--- src/fevad_pkg.sv ---
// Shared types and constants of the frame energy voice activity detector.
// Used by fevad_root_engine and frame_energy_voice_activity_detector.
// Depends on nothing.
package fevad_pkg;

	// Configuration port.
	localparam int CFG_IDX_W  = 2;
	localparam int CFG_DATA_W = 16;

	localparam logic [CFG_IDX_W-1:0] REG_LEVEL_THRESHOLD    = 2'd0;
	localparam logic [CFG_IDX_W-1:0] REG_FRAME_DURATION_MS  = 2'd1;
	localparam logic [CFG_IDX_W-1:0] REG_SILENCE_TIMEOUT_MS = 2'd2;

	// Register widths and reset values.
	localparam int THR_W = 16;
	localparam int DUR_W = 10;
	localparam int TMO_W = 16;
	localparam logic [THR_W-1:0] THR_RESET = 16'd200;
	localparam logic [DUR_W-1:0] DUR_RESET = 10'd40;
	localparam logic [TMO_W-1:0] TMO_RESET = 16'd1500;

	// Sample path.
	localparam int SAMPLE_W = 16;
	localparam int SQUARE_W = 32;

	// Square root: a radicand of 32 bits gives a root of 16 bits.
	localparam int RAD_W      = 32;
	localparam int ROOT_W     = 16;
	localparam int SREM_W     = 18;
	localparam int SQRT_STEPS = 16;

	// Silence timer.
	localparam int SIL_W = 17;

	// End reason codes.
	localparam int REASON_W = 2;
	localparam logic [REASON_W-1:0] REASON_CONTINUE = 2'd0;
	localparam logic [REASON_W-1:0] REASON_TIMEOUT  = 2'd1;
	localparam logic [REASON_W-1:0] REASON_STOP     = 2'd2;

	// Main sequencer.
	typedef enum logic [2:0] {
		S_IDLE,
		S_SQUARE,
		S_ACCUM,
		S_START,
		S_ROOT,
		S_JUDGE
	} top_state_t;

	// Divide and square root engine.
	typedef enum logic [1:0] {
		E_IDLE,
		E_DIV,
		E_SQRT
	} eng_state_t;

endpackage

--- src/fevad_cmpsub.sv ---
// Shared compare and subtract unit of the frame energy detector.
// Used by fevad_root_engine for both division and square root steps.
// Depends on nothing.
module fevad_cmpsub #(
	parameter int W = 20
) (
	input  logic [W-1:0] a,
	input  logic [W-1:0] b,
	output logic         ge,
	output logic [W-1:0] diff
);

	assign ge   = (a >= b);
	assign diff = a - b;

endmodule

--- src/fevad_root_engine.sv ---
// Iterative engine: restoring division of the frame energy by the sample
// count, then a digit-by-digit square root of the quotient.
// Depends on fevad_pkg and fevad_cmpsub.
module fevad_root_engine #(
	parameter int SUM_W = 43,
	parameter int CNT_W = 12
) (
	input  logic                      clk,
	input  logic                      arst_n,
	input  logic                      start,
	input  logic [SUM_W-1:0]          dividend,
	input  logic [CNT_W-1:0]          divisor,
	output logic                      done,
	output logic [fevad_pkg::ROOT_W-1:0] root
);

	localparam int SQ_SHIFT_W = fevad_pkg::SREM_W + 2;
	localparam int ALU_W      = (CNT_W + 1 > SQ_SHIFT_W) ? CNT_W + 1 : SQ_SHIFT_W;
	localparam int STEP_W     = $clog2(SUM_W);

	fevad_pkg::eng_state_t state_q, state_d;

	logic [STEP_W-1:0]                   cnt_q;
	logic                                done_q;
	logic [SUM_W-1:0]                    quot_q;
	logic [CNT_W-1:0]                    rem_q;
	logic [CNT_W-1:0]                    div_q;
	logic [fevad_pkg::RAD_W-1:0]         rad_q;
	logic [fevad_pkg::SREM_W-1:0]        srem_q;
	logic [fevad_pkg::ROOT_W-1:0]        root_q;

	logic [CNT_W:0]                      div_shift;
	logic [SQ_SHIFT_W-1:0]               sq_shift;
	logic [fevad_pkg::ROOT_W+1:0]        trial;
	logic [ALU_W-1:0]                    alu_a, alu_b, alu_diff;
	logic                                alu_ge;
	logic [SUM_W-1:0]                    quot_next;
	logic                                last;

	assign div_shift = {rem_q, quot_q[SUM_W-1]};
	assign sq_shift  = {srem_q, rad_q[fevad_pkg::RAD_W-1 -: 2]};
	assign trial     = {root_q, 2'b01};
	assign quot_next = {quot_q[SUM_W-2:0], alu_ge};

	always_comb begin
		if (state_q == fevad_pkg::E_DIV) begin
			alu_a = ALU_W'(div_shift);
			alu_b = ALU_W'(div_q);
		end else begin
			alu_a = ALU_W'(sq_shift);
			alu_b = ALU_W'(trial);
		end
	end

	fevad_cmpsub #(
		.W(ALU_W)
	) u_cmpsub (
		.a   (alu_a),
		.b   (alu_b),
		.ge  (alu_ge),
		.diff(alu_diff)
	);

	always_comb begin
		case (state_q)
			fevad_pkg::E_DIV:  last = (cnt_q == STEP_W'(SUM_W - 1));
			fevad_pkg::E_SQRT: last = (cnt_q == STEP_W'(fevad_pkg::SQRT_STEPS - 1));
			default:           last = 1'b0;
		endcase
	end

	always_comb begin
		state_d = state_q;
		case (state_q)
			fevad_pkg::E_IDLE: if (start) state_d = fevad_pkg::E_DIV;
			fevad_pkg::E_DIV:  if (last) state_d = fevad_pkg::E_SQRT;
			fevad_pkg::E_SQRT: if (last) state_d = fevad_pkg::E_IDLE;
			default:           state_d = fevad_pkg::E_IDLE;
		endcase
	end

	always_ff @(posedge clk or negedge arst_n) begin
		if (!arst_n) begin
			state_q <= fevad_pkg::E_IDLE;
		end else begin
			state_q <= state_d;
		end
	end

	always_ff @(posedge clk or negedge arst_n) begin
		if (!arst_n) begin
			cnt_q  <= '0;
			done_q <= 1'b0;
		end else begin
			if (state_q == fevad_pkg::E_IDLE || state_d != state_q) begin
				cnt_q <= '0;
			end else begin
				cnt_q <= cnt_q + 1'b1;
			end
			done_q <= (state_q == fevad_pkg::E_SQRT) && last;
		end
	end

	// Division keeps the quotient in the shifting dividend register.
	always_ff @(posedge clk) begin
		case (state_q)
			fevad_pkg::E_IDLE: begin
				if (start) begin
					quot_q <= dividend;
					div_q  <= divisor;
					rem_q  <= '0;
				end
			end
			fevad_pkg::E_DIV: begin
				quot_q <= quot_next;
				rem_q  <= alu_ge ? alu_diff[CNT_W-1:0] : div_shift[CNT_W-1:0];
				if (last) begin
					rad_q  <= quot_next[fevad_pkg::RAD_W-1:0];
					srem_q <= '0;
					root_q <= '0;
				end
			end
			fevad_pkg::E_SQRT: begin
				rad_q  <= {rad_q[fevad_pkg::RAD_W-3:0], 2'b00};
				srem_q <= alu_ge ? alu_diff[fevad_pkg::SREM_W-1:0]
				                 : sq_shift[fevad_pkg::SREM_W-1:0];
				root_q <= {root_q[fevad_pkg::ROOT_W-2:0], alu_ge};
			end
			default: begin
			end
		endcase
	end

	assign done = done_q;
	assign root = root_q;

endmodule

--- src/frame_energy_voice_activity_detector.sv ---
// A sample that does not end a frame passes the accept, square and accumulate states,
// and no new beat is taken before it is back in idle. A frame-end beat also runs SUM_W
// division steps and 16 root steps in the engine; its result beat is offered once the
// judge state loads the output register, and the next input beat can be taken after that.
// A stalled result still held in the output register delays both the result and that beat.
// Reset (arst_n low) clears all control and session state and loads register defaults.
//
// Top level of the frame energy voice activity detector. It holds the configuration
// registers, the squaring and accumulation path, the main sequencer, the session logic
// and the output register. Depends on fevad_pkg and fevad_root_engine.
module frame_energy_voice_activity_detector #(
	parameter int MAX_FRAME_SAMPLES = 2048
) (
	input  logic                                clk,
	input  logic                                arst_n,

	// Configuration write port.
	input  logic                                cfg_we,
	input  logic [fevad_pkg::CFG_IDX_W-1:0]     cfg_index,
	input  logic [fevad_pkg::CFG_DATA_W-1:0]    cfg_data,

	// Input channel.
	input  logic                                in_valid,
	output logic                                in_stall,
	input  logic signed [fevad_pkg::SAMPLE_W-1:0] sample,
	input  logic                                frame_end,
	input  logic                                stop_request,

	// Output channel.
	output logic                                out_valid,
	input  logic                                out_stall,
	output logic [fevad_pkg::ROOT_W-1:0]        frame_level,
	output logic                                voiced,
	output logic [fevad_pkg::REASON_W-1:0]      end_reason
);

	// The sample count must be able to hold MAX_FRAME_SAMPLES itself. Each square is
	// at most 2^30, so the energy sum needs 31 bits above the count width.
	localparam int CNT_W = $clog2(MAX_FRAME_SAMPLES + 1);
	localparam int SUM_W = 31 + CNT_W;

	fevad_pkg::top_state_t state_q, state_d;

	// Configuration registers.
	logic [fevad_pkg::THR_W-1:0]   thr_q;
	logic [fevad_pkg::DUR_W-1:0]   dur_q;
	logic [fevad_pkg::TMO_W-1:0]   tmo_q;

	// Captured input beat.
	logic [fevad_pkg::SAMPLE_W-1:0] mag_q;
	logic                          fend_q;
	logic                          stop_q;
	logic [fevad_pkg::SQUARE_W-1:0] square_q;

	// Frame and session state.
	logic [SUM_W-1:0]              energy_q;
	logic [CNT_W-1:0]              count_q;
	logic                          speech_q;
	logic [fevad_pkg::SIL_W-1:0]   silence_q;

	// Output register.
	logic                          out_valid_q;
	logic [fevad_pkg::ROOT_W-1:0]  level_q;
	logic                          active_q;
	logic [fevad_pkg::REASON_W-1:0] reason_q;

	logic                          in_accept;
	logic [fevad_pkg::SAMPLE_W-1:0] sample_mag;
	logic                          out_free;
	logic                          load;
	logic                          eng_start;
	logic                          eng_done;
	logic [fevad_pkg::ROOT_W-1:0]  eng_root;

	logic                          is_speech;
	logic [fevad_pkg::SIL_W-1:0]   silence_sum;
	logic                          timed_out;
	logic                          speech_d;
	logic [fevad_pkg::SIL_W-1:0]   silence_d;
	logic [fevad_pkg::REASON_W-1:0] reason_d;
	logic                          active_d;

	// The block takes a beat only while the sequencer is idle.
	assign in_stall  = (state_q != fevad_pkg::S_IDLE);
	assign in_accept = in_valid && !in_stall;

	// Magnitude of the sample. The most negative sample maps to 0x8000, which is
	// still correct as an unsigned 16-bit value.
	assign sample_mag = sample[fevad_pkg::SAMPLE_W-1] ? (~sample + 1'b1) : sample;

	// The output register may be reloaded when it is empty or being taken.
	assign out_free  = !out_valid_q || !out_stall;
	assign load      = (state_q == fevad_pkg::S_JUDGE) && out_free;
	assign eng_start = (state_q == fevad_pkg::S_START);

	// Main sequencer.
	always_comb begin
		state_d = state_q;
		case (state_q)
			fevad_pkg::S_IDLE:   if (in_accept) state_d = fevad_pkg::S_SQUARE;
			fevad_pkg::S_SQUARE: state_d = fevad_pkg::S_ACCUM;
			fevad_pkg::S_ACCUM:  state_d = fend_q ? fevad_pkg::S_START : fevad_pkg::S_IDLE;
			fevad_pkg::S_START:  state_d = fevad_pkg::S_ROOT;
			fevad_pkg::S_ROOT:   if (eng_done) state_d = fevad_pkg::S_JUDGE;
			fevad_pkg::S_JUDGE:  if (out_free) state_d = fevad_pkg::S_IDLE;
			default:             state_d = fevad_pkg::S_IDLE;
		endcase
	end

	always_ff @(posedge clk or negedge arst_n) begin
		if (!arst_n) begin
			state_q <= fevad_pkg::S_IDLE;
		end else begin
			state_q <= state_d;
		end
	end

	// Configuration writes. Data bits above a register's width are dropped and an
	// index beyond the list is ignored.
	always_ff @(posedge clk or negedge arst_n) begin
		if (!arst_n) begin
			thr_q <= fevad_pkg::THR_RESET;
			dur_q <= fevad_pkg::DUR_RESET;
			tmo_q <= fevad_pkg::TMO_RESET;
		end else if (cfg_we) begin
			case (cfg_index)
				fevad_pkg::REG_LEVEL_THRESHOLD:    thr_q <= cfg_data[fevad_pkg::THR_W-1:0];
				fevad_pkg::REG_FRAME_DURATION_MS:  dur_q <= cfg_data[fevad_pkg::DUR_W-1:0];
				fevad_pkg::REG_SILENCE_TIMEOUT_MS: tmo_q <= cfg_data[fevad_pkg::TMO_W-1:0];
				default: begin
				end
			endcase
		end
	end

	// Capture of the input beat and the squaring stage.
	always_ff @(posedge clk) begin
		if (in_accept) begin
			mag_q  <= sample_mag;
			fend_q <= frame_end;
			stop_q <= stop_request;
		end
		if (state_q == fevad_pkg::S_SQUARE) begin
			square_q <= fevad_pkg::SQUARE_W'(mag_q) * fevad_pkg::SQUARE_W'(mag_q);
		end
	end

	// Accumulation. Once a frame holds MAX_FRAME_SAMPLES samples, further samples of
	// that frame are dropped, the frame-end sample included, but the frame is still
	// judged. The engine takes the sum and count in the start state, which also
	// clears them for the next frame.
	always_ff @(posedge clk or negedge arst_n) begin
		if (!arst_n) begin
			energy_q <= '0;
			count_q  <= '0;
		end else if (state_q == fevad_pkg::S_ACCUM) begin
			if (count_q < CNT_W'(MAX_FRAME_SAMPLES)) begin
				energy_q <= energy_q + SUM_W'(square_q);
				count_q  <= count_q + 1'b1;
			end
		end else if (eng_start) begin
			energy_q <= '0;
			count_q  <= '0;
		end
	end

	// The sample count is never zero at a frame end, because the frame-end sample is
	// always counted unless the frame is already full.
	fevad_root_engine #(
		.SUM_W(SUM_W),
		.CNT_W(CNT_W)
	) u_root_engine (
		.clk     (clk),
		.arst_n  (arst_n),
		.start   (eng_start),
		.dividend(energy_q),
		.divisor (count_q),
		.done    (eng_done),
		.root    (eng_root)
	);

	// Session logic. A loud frame marks speech and clears the silence timer. A quiet
	// frame after speech advances the timer, which wraps at 17 bits, and reaching the
	// timeout ends the session. A stop request ends it only if the timeout did not,
	// so a timeout wins when both happen together. The reported activity is the value
	// before an ending clears the session.
	assign is_speech   = (eng_root >= thr_q);
	assign silence_sum = silence_q + fevad_pkg::SIL_W'(dur_q);
	assign timed_out   = (silence_sum >= fevad_pkg::SIL_W'(tmo_q));

	always_comb begin
		speech_d  = speech_q;
		silence_d = silence_q;
		reason_d  = fevad_pkg::REASON_CONTINUE;
		if (is_speech) begin
			speech_d  = 1'b1;
			silence_d = '0;
		end else if (speech_q) begin
			silence_d = silence_sum;
			if (timed_out) begin
				reason_d = fevad_pkg::REASON_TIMEOUT;
			end
		end
		if (reason_d == fevad_pkg::REASON_CONTINUE && stop_q) begin
			reason_d = fevad_pkg::REASON_STOP;
		end
		active_d = speech_d;
		if (reason_d != fevad_pkg::REASON_CONTINUE) begin
			speech_d  = 1'b0;
			silence_d = '0;
		end
	end

	always_ff @(posedge clk or negedge arst_n) begin
		if (!arst_n) begin
			speech_q    <= 1'b0;
			silence_q   <= '0;
			out_valid_q <= 1'b0;
		end else begin
			if (load) begin
				speech_q    <= speech_d;
				silence_q   <= silence_d;
				out_valid_q <= 1'b1;
			end else if (!out_stall) begin
				out_valid_q <= 1'b0;
			end
		end
	end

	always_ff @(posedge clk) begin
		if (load) begin
			level_q  <= eng_root;
			active_q <= active_d;
			reason_q <= reason_d;
		end
	end

	assign out_valid   = out_valid_q;
	assign frame_level = level_q;
	assign voiced      = active_q;
	assign end_reason  = reason_q;

	// A frame never holds more samples than the limit.
	a_count_bound: assert property (@(posedge clk) disable iff (!arst_n)
		count_q <= CNT_W'(MAX_FRAME_SAMPLES))
		else $error("sample count exceeds the frame limit");

	// The engine reports only while the sequencer waits for it.
	a_done_in_root: assert property (@(posedge clk) disable iff (!arst_n)
		eng_done |-> state_q == fevad_pkg::S_ROOT)
		else $error("root engine finished outside the wait state");

	// A result is produced only for a frame-end beat.
	a_load_frame_end: assert property (@(posedge clk) disable iff (!arst_n)
		load |-> fend_q)
		else $error("result loaded for a beat that did not end a frame");

	// An ending clears the whole session.
	a_end_clears: assert property (@(posedge clk) disable iff (!arst_n)
		(load && reason_d != fevad_pkg::REASON_CONTINUE) |=> (!speech_q && silence_q == '0))
		else $error("session state not cleared after an ending");

	// The frame accumulators are cleared once a frame goes to the engine.
	a_start_clears: assert property (@(posedge clk) disable iff (!arst_n)
		eng_start |=> (energy_q == '0 && count_q == '0))
		else $error("frame accumulators not cleared at frame end");

endmodule

--- config.mk ---
export PLATFORM = sky130hd
export DESIGN_NAME = frame_energy_voice_activity_detector
export DESIGN_NICKNAME = d
export VERILOG_FILES = /design/src/fevad_pkg.sv /design/src/fevad_cmpsub.sv /design/src/fevad_root_engine.sv /design/src/frame_energy_voice_activity_detector.sv
export SDC_FILE = /design/constraint.sdc
export NUM_CORES = 1
export LEC_CHECK = 0
export BUFFER_PORTS_ARGS = -buffer_cell sky130_fd_sc_hd__buf_2
export CAP_MARGIN = 20
export CORE_UTILIZATION = 45
export DETAILED_ROUTE_END_ITERATION = 10
export HOLD_SLACK_MARGIN = 0.02
export PLACE_DENSITY = 0.64
export SLEW_MARGIN = 10
export SYNTH_ARGS = -nofsm -noshare
export SYNTH_HDL_FRONTEND = slang
export SYNTH_HIERARCHICAL = 1
export SYNTH_SLANG_ARGS = --single-unit
--- constraint.sdc ---
create_clock -name clk -period 8.6 [get_ports clk]
set_clock_uncertainty 0.05 [all_clocks]
set_input_delay 1.29 -clock clk [delete_from_list [all_inputs] [get_ports clk]]
set_output_delay 1.29 -clock clk [all_outputs]
set_load 0.005 [all_outputs]
Word level (Yosys, flattened, before mapping)
Cells that the tools add are included.

Register bits after elaboration: 330. Input bits: 41. Output and inout bits: 21. Logic and storage cells: 127.

Add/subtract/negate cells: 6. Multipliers: 1. Order comparisons: 4. Equality and inequality tests: 19. Multiplexer cells: 42. Bitwise logic cells: 1. Reductions and logical operators: 28.

Operators by type and width (number): 2-to-1 mux 43 bit (4); case mux 43 bit (2 select lines) (1); case mux 32 bit (2 select lines) (1); 2-to-1 mux 18 bit (3); 2-to-1 mux 17 bit (3); 2-to-1 mux 12 bit (4); adder 43 x 32 -> 43 bit (1); case mux 18 bit (2 select lines) (1); multiplier 16 x 16 -> 32 bit (1); 2-to-1 mux 32 bit (1); case mux 16 bit (2 select lines) (1); case mux 12 bit (2 select lines) (1); >= comparator 20 x 18 -> 1 bit (1); 2-to-1 mux 20 bit (1); case mux 3 bit (6 select lines) (1); subtractor 18 bit (1); adder 17 x 10 -> 17 bit (1); >= comparator 17 x 16 -> 1 bit (1); adder 16 x 1 -> 16 bit (second input constant) (1); >= comparator 16 bit (1); 2-to-1 mux 16 bit (1); inverter 16 bit (1); AND reduction 2 bit (8); 2-to-1 mux 15 bit (1); other kinds (27) (60).

Depth between registers and ports, before layout
Gate-level depths: netlist of the first run.

Depth in word-level cells: 11. Mapped depth: 26. Gate-level depth less buffers: 24.

Hierarchy
The synthesis of the first run kept the hierarchy.

Modules (own cells, without submodules): frame_energy_voice_activity_detector (times used 1, cells each 1692, area each 17013.8 µm², sequential area each 5034.8 µm²); fevad_root_engine (times used 1, cells each 416, area each 6503.7 µm², sequential area each 4219.0 µm²); fevad_cmpsub (times used 1, cells each 158, area each 1124.8 µm², sequential area each 0.0 µm²).

Worst setup path before layout of the first run
No wires, ideal clock.

Path type: register to register. From: reg u_root_engine.state_q[1]. To: reg u_root_engine/rad_q[0] (netlist bit), enable pin. Library setup time: 581 ps. Arrival: 5841 ps. Required time: 7969 ps. Setup slack: 2128 ps. Stages on the path, launching flop included: 7. Buffers on the path: 3. Clock period less this slack: 6472 ps. Cells stage by stage: dfrtp_1 -> inv_1 -> ha_1 -> buf_2 -> buf_2 -> clkbuf_1 -> o21ai_0.

Longest elaborated chain between the ends: 4. Elaborated cells on any way between the ends: 6. Those cells by class: eq/ne (3); mux (1); reduce/logical (2).

RTL lines: start, declared (RTL line fevad_root_engine.sv:21) `fevad_pkg::eng_state_t state_q, state_d;`; start signal, assigned (RTL line fevad_root_engine.sv:84) `state_q <= fevad_pkg::E_IDLE;`; start signal, assigned (RTL line fevad_root_engine.sv:86) `state_q <= state_d;`; == test 2 bit or == test 2 x 1 -> 1 bit (tied branches) (RTL line fevad_root_engine.sv:65, fevad_root_engine.sv:106); case mux 1 bit (2 select lines) (RTL line fevad_root_engine.sv:65) `case (state_q)`; inequality test 2 x 1 -> 1 bit (no source line); AND reduction 2 bit (no source line) (*); end signal, assigned (RTL line fevad_root_engine.sv:118) `rad_q <= quot_next[fevad_pkg::RAD_W-1:0];`; end signal, assigned (RTL line fevad_root_engine.sv:124) `rad_q <= {rad_q[fevad_pkg::RAD_W-3:0], 2'b00};`; end, declared (RTL line fevad_root_engine.sv:28) `logic [fevad_pkg::RAD_W-1:0] rad_q;`.

Mark *: on every way between the ends. The rest lies on a longest branch, timed or not. A chain may end at the register's enable or synchronous reset.

Worst setup path in the final report of the first run
From: reg mag_q[5] (netlist bit). To: reg square_q[31] (netlist bit), data pin.

Longest elaborated chain between the ends: 1.

RTL lines: start, declared (RTL line frame_energy_voice_activity_detector.sv:50) `logic [fevad_pkg::SAMPLE_W-1:0] mag_q;`; start signal, assigned (RTL line frame_energy_voice_activity_detector.sv:139) `mag_q <= sample_mag;`; multiplier 16 x 16 -> 32 bit (RTL line frame_energy_voice_activity_detector.sv:144) `square_q <= fevad_pkg::SQUARE_W'(mag_q) * fevad_pkg::SQUARE_W'(mag_q);`; end signal, assigned (RTL line frame_energy_voice_activity_detector.sv:144); end, declared (RTL line frame_energy_voice_activity_detector.sv:53) `logic [fevad_pkg::SQUARE_W-1:0] square_q;`.

Every way passes these cells.

==> flow_summary.json, run 1 <==
{
  "grt_pass1_vias": 16400,
  "clock_latency_ns": 0.57,
  "grt_pass1_wl_um": 80510,
  "ys_warn_count": 6,
  "vias_per_cell": 5.247,
  "syn_inst": 2252,
  "core_um2": 53810,
  "arrival_ns": 7.00,
  "antenna_cells_inserted": 0,
  "dpl-instance-area_um2": 25550,
  "drive_above_1_share_pct": 13.32,
  "wl_per_cell_um": 15.73,
  "postRouteAntennaNets": 0,
  "crit_path_max_fanout": 17,
  "htreeDepth": 2,
  "synth_area_um2": 24540,
  "root_buffer": "clkbuf_16",
  "areaGrowthSynthToFinish_pct": 9.498,
  "vias": 15860,
  "cap_violations": 0,
  "final_max_slew_viol_count": 0,
  "hold_viol": 0,
  "cts.sinks": 329,
  "cp_cell_sequence": "and2_1 > inv_1 > fa_1 > inv_1 > fa_1 > inv_1 > fa_1 > inv_1 > fa_1 > fa_1 > inv_1 > fa_1 > inv_1 > ha_1 > a21oi_1 > o21ai_0 > nand2b_1 > a21boi_0 > a311o_1 > nor2b_4 > o221ai_4 > o2111ai_1 > a21oi_1 > xnor2_1",
  "die_area_um2": 55480,
  "final-instance-count-excl-fill": 3023,
  "outcome": "complete, no violations",
  "endpoint_kind": "flop",
  "tns_ns": 0,
  "grt_usage_pct": 17.54,
  "rr_worst_depth": 24,
  "die_h_um": 235.5,
  "min_path_type": "flop to flop",
  "nFillCells": 4757,
  "clockBufferDepth": 3,
  "cp_slowest_cell": "edfxtp_1",
  "maxSlewHeadroom_pct": 38.58,
  "fin_crit_sh_pct": 78.30,
  "rsz0062_at_grt": "no",
  "io_pins": 62,
  "rows": 85,
  "grt_max_degree": 76,
  "max_stage_delay_ns": 0.71,
  "die_w_um": 235.5,
  "regArea_um2": 9254,
  "start_kind": "flop",
  "final_nets": 2704,
  "design_area_um2": 26870,
  "post-place-cells": 2950,
  "crit_type": "flop to flop",
  "drt_iter0_markers": 725,
  "drc_errors": 0,
  "worst_slew_pin_slew_ns": 0.9214,
  "min_path_cells": 0,
  "clock.fmax_ghz": 0.1485,
  "portBuffers": 61,
  "syn_avg_cell_area_um2": 10.90,
  "cts.repair.resized": 0,
  "routed_wl_um": 47560,
  "cts_hold_buf": 0,
  "multiInputGateArea_um2": 13760,
  "min_period_ns": 6.734,
  "clkSlewWorstSetupHoldPaths_ns": 0.07,
  "setup_viol": 0,
  "tritoncts": "built",
  "dr.pass1.iters": 5,
  "hpwl_um": 35970,
  "postCtsSetupBuffers": 0,
  "cts_made_buffers": 39,
  "gp_congestion": 0.9024,
  "required_ns": 8.86,
  "start_util_pct": 45.61,
  "antenna_found_initial": 0,
  "globalRouteOverflowTotal": 0
}
-- area by class of cell --
class	instances	area share, %
multi-input combinational	1515	51.19
sequential	329	34.44
inverter	335	4.679
clock buffer	57	4.032
tap	696	3.241
timing repair buffer	76	1.639
clock inverter	15	0.7869
-- critical path, delay by kind of cell, from the launching register on --
family	cells	cell delay [ns]
adder cells (fa/ha/maj)	7	3.41
AO/OA/AOI/OAI	7	1.37
flip-flops	1	0.71
AND/OR/NAND/NOR	3	0.52
buffers and inverters	6	0.31
XOR/XNOR	1	0.09
-- sequential cells by signal, summed over array words and instances (netlist names), 2 cells and up --
name	flops
count_q	12
dur_q	10
end_reason	2
energy_q	43
frame_level	16
mag_q	16
silence_q	17
square_q	31
state_q	3
thr_q	16
tmo_q	16
u_root_engine/cnt_q	6
u_root_engine/div_q	12
u_root_engine/quot_q	43
u_root_engine/rad_q	32
u_root_engine/rem_q	12
u_root_engine/root	16
u_root_engine/srem_q	18
u_root_engine/state_q	2
-- per-stage QoR --
step | hold slack [ns] | worst slack (ns) | utilization (%)
6_report | 0.4424 | 1.866 | 49.94
4_1_cts | 0.4380 | 1.882 | 49.89
3_3_place_gp | 0.4239 | 2.066 | 47.48
5_1_grt | 0.4591 | 1.511 | 49.94
2_1_floorplan | 0.3960 | 2.128 | -
3_5_place_dp | 0.4388 | 1.884 | 47.48
-- cell usage in the layout, fill, tap and decap left out, types with 5 or more instances in the layout --
master,count
a22o_1,42
and2_1,68
xnor2_1,74
nor2_1,77
o21ai_0,54
and4_1,6
nand3b_1,6
o21a_1,17
fa_1,164
nand2b_1,41
xor2_1,53
a31oi_1,9
buf_4,15
and3_1,9
mux2i_1,9
clkbuf_16,39
edfxtp_1,201
mux2_2,129
nor3_1,11
nor2b_1,36
a21o_1,42
inv_1,335
nand4_1,22
o2111ai_1,8
dfrtp_1,116
nand2_1,160
o21ai_1,5
clkinv_2,6
buf_2,60
or3_1,11
dfstp_2,12
o21bai_1,14
a21boi_0,26
o211ai_1,7
a21oi_1,97
o31ai_1,8
clkbuf_1,14
ha_1,201
nand3_1,26
-- path summary, 6_finish.rpt --
path / from / end / slack (ns)
hold reg to reg: count_q[0] / u_root_engine/div_q[0] / 0.44
max in group asynchronous: arst_n / energy_q[3] / 6.49
setup / recovery: mag_q[5] / square_q[31] / 1.87
min in group asynchronous: arst_n / tmo_q[1] / 0.63
hold / removal: count_q[0] / u_root_engine/div_q[0] / 0.44
setup reg to reg: mag_q[5] / square_q[31] / 1.87
-- layer usage --
metal,global-route usage (%),routed length [um],up-vias
met3,2.158,1598,77
li1,-,-,7762
met1,22.65,21630,7735
met4,5.605,1199,0
met5,0,0,-
met2,30.56,23130,288
Power of run 1 is not shown: default switching activity piles up to over one toggle a cycle in this logic, so the estimate is an artifact.
==> run 2, diff against run 1 <==
--- a/config.mk
+++ b/config.mk
@@ -5,12 +5,13 @@
 export SDC_FILE = /design/constraint.sdc
 export NUM_CORES = 1
 export LEC_CHECK = 0
+export ABC_AREA = 1
 export BUFFER_PORTS_ARGS = -buffer_cell sky130_fd_sc_hd__buf_2
 export CAP_MARGIN = 20
 export CORE_UTILIZATION = 45
 export DETAILED_ROUTE_END_ITERATION = 10
 export HOLD_SLACK_MARGIN = 0.02
-export PLACE_DENSITY = 0.64
+export PLACE_DENSITY = 0.66
 export SLEW_MARGIN = 10
 export SYNTH_ARGS = -nofsm -noshare
 export SYNTH_HDL_FRONTEND = slang
==> constraint.sdc (replaced) <==
create_clock -name clk -period 5.7 [get_ports clk]
set_clock_uncertainty 0.05 [all_clocks]
set_input_delay 0.855 -clock clk [delete_from_list [all_inputs] [get_ports clk]]
set_output_delay 0.855 -clock clk [all_outputs]
set_load 0.005 [all_outputs]
==> run 2 against run 1 <==
Effect of this change: critical path depth is 2 lower; maximum frequency rose by 20%; register-to-register slack worse by 1.8 ns; routed wire length is 27% higher; sequential share of layout area decreased by 3.5 points; non-clock buffer count rose by 91; final cell count is 36% higher; via count is 29% higher; global-route usage increased by 3.3 points; die area increased by 7.1%; synthesized cell count increased by 42%; highest routed layer unchanged.
==> flow_summary.json, run 2 <==
{
  "outcome": "complete, no violations",
  "max_stage_delay_ns": 0.55,
  "htreeDepth": 2,
  "cts.sinks": 329,
  "routed_wl_um": 60310,
  "crit_path_max_fanout": 4,
  "crit_type": "flop to flop",
  "grt_use_met3_pct": 2.236,
  "arrival_ns": 5.84,
  "use_met2_pct": 36.76,
  "drive_above_1_share_pct": 13.54,
  "final_nets": 3724,
  "gp_congestion": 0.9346,
  "vias_per_cell": 4.978,
  "grt_usage_pct": 20.86,
  "clkSlewWorstSetupHoldPaths_ns": 0.05,
  "largestRegisters": "energy_q x43, u_root_engine/quot_q x43, u_root_engine/rad_q x32",
  "core_um2": 57700,
  "endpoint_kind": "flop",
  "rr_worst_depth": 22,
  "synth_area_um2": 26300,
  "postRouteAntennaNets": 0,
  "cts_hold_buf": 0,
  "globalRouteOverflowTotal": 0,
  "maxSlewHeadroom_pct": 29.26,
  "cp_top_family": "adder cells",
  "ys_warn_count": 6,
  "grt_max_degree": 87,
  "cp_cell_sequence": "buf_4 > buf_6 > nand2_2 > inv_1 > fa_1 > inv_1 > fa_2 > inv_1 > fa_1 > fa_2 > fa_1 > inv_2 > fa_1 > inv_1 > ha_4 > a21oi_4 > a21boi_0 > nand2_1 > nand2_1 > nand3_2 > buf_4 > xor2_1",
  "clockBufferDepth": 3,
  "antenna_found_initial": 1,
  "hpwl_um": 45890,
  "die_h_um": 243.8,
  "ff2ff_setup_slack_ns": 0.10,
  "rows": 88,
  "critPathLaunch": "mag_q[9]",
  "wl_per_cell_um": 14.67,
  "timing.rr.end": "square_q[22]",
  "grt_pass1_wl_um": 101700,
  "cts_made_buffers": 38,
  "hold_viol": 0,
  "min_path_type": "primary input to async pin",
  "root_buffer": "clkbuf_16",
  "required_ns": 5.94,
  "cap_violations": 0,
  "drc_errors": 0,
  "start_kind": "flop",
  "worst_slew_pin_slew_ns": 1.059,
  "busiest_layer": "met2",
  "min_period_ns": 5.599,
  "syn_inst": 3192,
  "regToRegStartpoint": "mag_q[9]",
  "final_max_slew_viol_count": 0,
  "areaGrowthSynthToFinish_pct": 13.60,
  "die_w_um": 243.8,
  "cp_num_buf_inv": 8,
  "dr.pass1.iters": 5,
  "use_met1_pct": 27.39,
  "portBuffers": 61,
  "io_pins": 62,
  "most-common-layout-cells": "nand2_1, inv_1, o21ai_0",
  "rsz0062_at_grt": "yes",
  "drt_iter0_markers": 1375,
  "clock.fmax_ghz": 0.1786,
  "vias": 20470,
  "die_area_um2": 59420,
  "tns_ns": 0,
  "start_util_pct": 45.59,
  "fin_crit_sh_pct": 98.23,
  "cp_slowest_cell": "fa_1",
  "grt_pass1_vias": 20600,
  "syn_avg_cell_area_um2": 8.240,
  "clock_latency_ns": 0.55,
  "tritoncts": "built",
  "layout_commonest_cell": "nand2_1",
  "setup_viol": 0
}
[run 2: final cells by class]
class	instances	area [um2]
inverter	648	2434
antenna	1	2.502
clock buffer	57	1104
clock inverter	12	121.4
tap	765	957.2
sequential	329	9254
multi-input combinational	2132	14780
fill	5415	27820
timing repair buffer	167	1226
[run 2: what timing repair did]
action / 4_1_cts / 5_1_grt
pin swaps: 4 / 79
setup buffers: 3 / 28
resized for setup: 21 / 121
setup endpoints to repair: 9 / 20
[run 2: worst max-delay path by stage]
stage | cells past startpoint | slack, ns | to
CTS | 19 | 0.006 | square_q[27]
floorplan | 6 | 0.02 | u_root_engine/quot_q[0]
global route | 22 | -0.14 | square_q[22]
finish | 22 | 0.10 | square_q[22]
global placement | 23 | -0.04 | square_q[31]
detailed placement | 18 | -0.12 | square_q[27]
[run 2: worst reg2reg max path: stages, from the launching register on]
cell      delay, ns
edfxtp_1       0.43
buf_4          0.16
buf_6          0.11
nand2_2        0.08
inv_1          0.06
fa_1           0.48
inv_1          0.06
fa_2           0.51
inv_1          0.04
fa_1           0.46
fa_2           0.38
fa_1           0.55
inv_2          0.05
fa_1           0.54
inv_1          0.06
ha_4           0.25
a21oi_4        0.15
a21boi_0       0.33
nand2_1        0.11
nand2_1        0.09
nand3_2        0.11
buf_4          0.16
xor2_1         0.13
[run 2: metal layers]
layer  vias up  share of wire [%]
met3        70                3.8
li1      10320                  -
met1      9703                 45
met5         -                  0
met2       370                 49
met4         0                1.9
[run 2: per-stage QoR]
step,util (%),setup WS [ns],hold WS (ns),area (um2),instances
finish,51.78,0.1009,0.2651,29880,4111
global route,51.78,-0.1368,0.3061,29870,4110
CTS,50.54,0.006464,0.2671,29160,4080
detailed placement,48.20,-0.1250,0.4174,27810,4008
global placement,48.20,-0.04381,0.4166,27810,4008
floorplan,-,0.01583,0.3744,26330,3193
Power of run 2 is left out for the same reason.
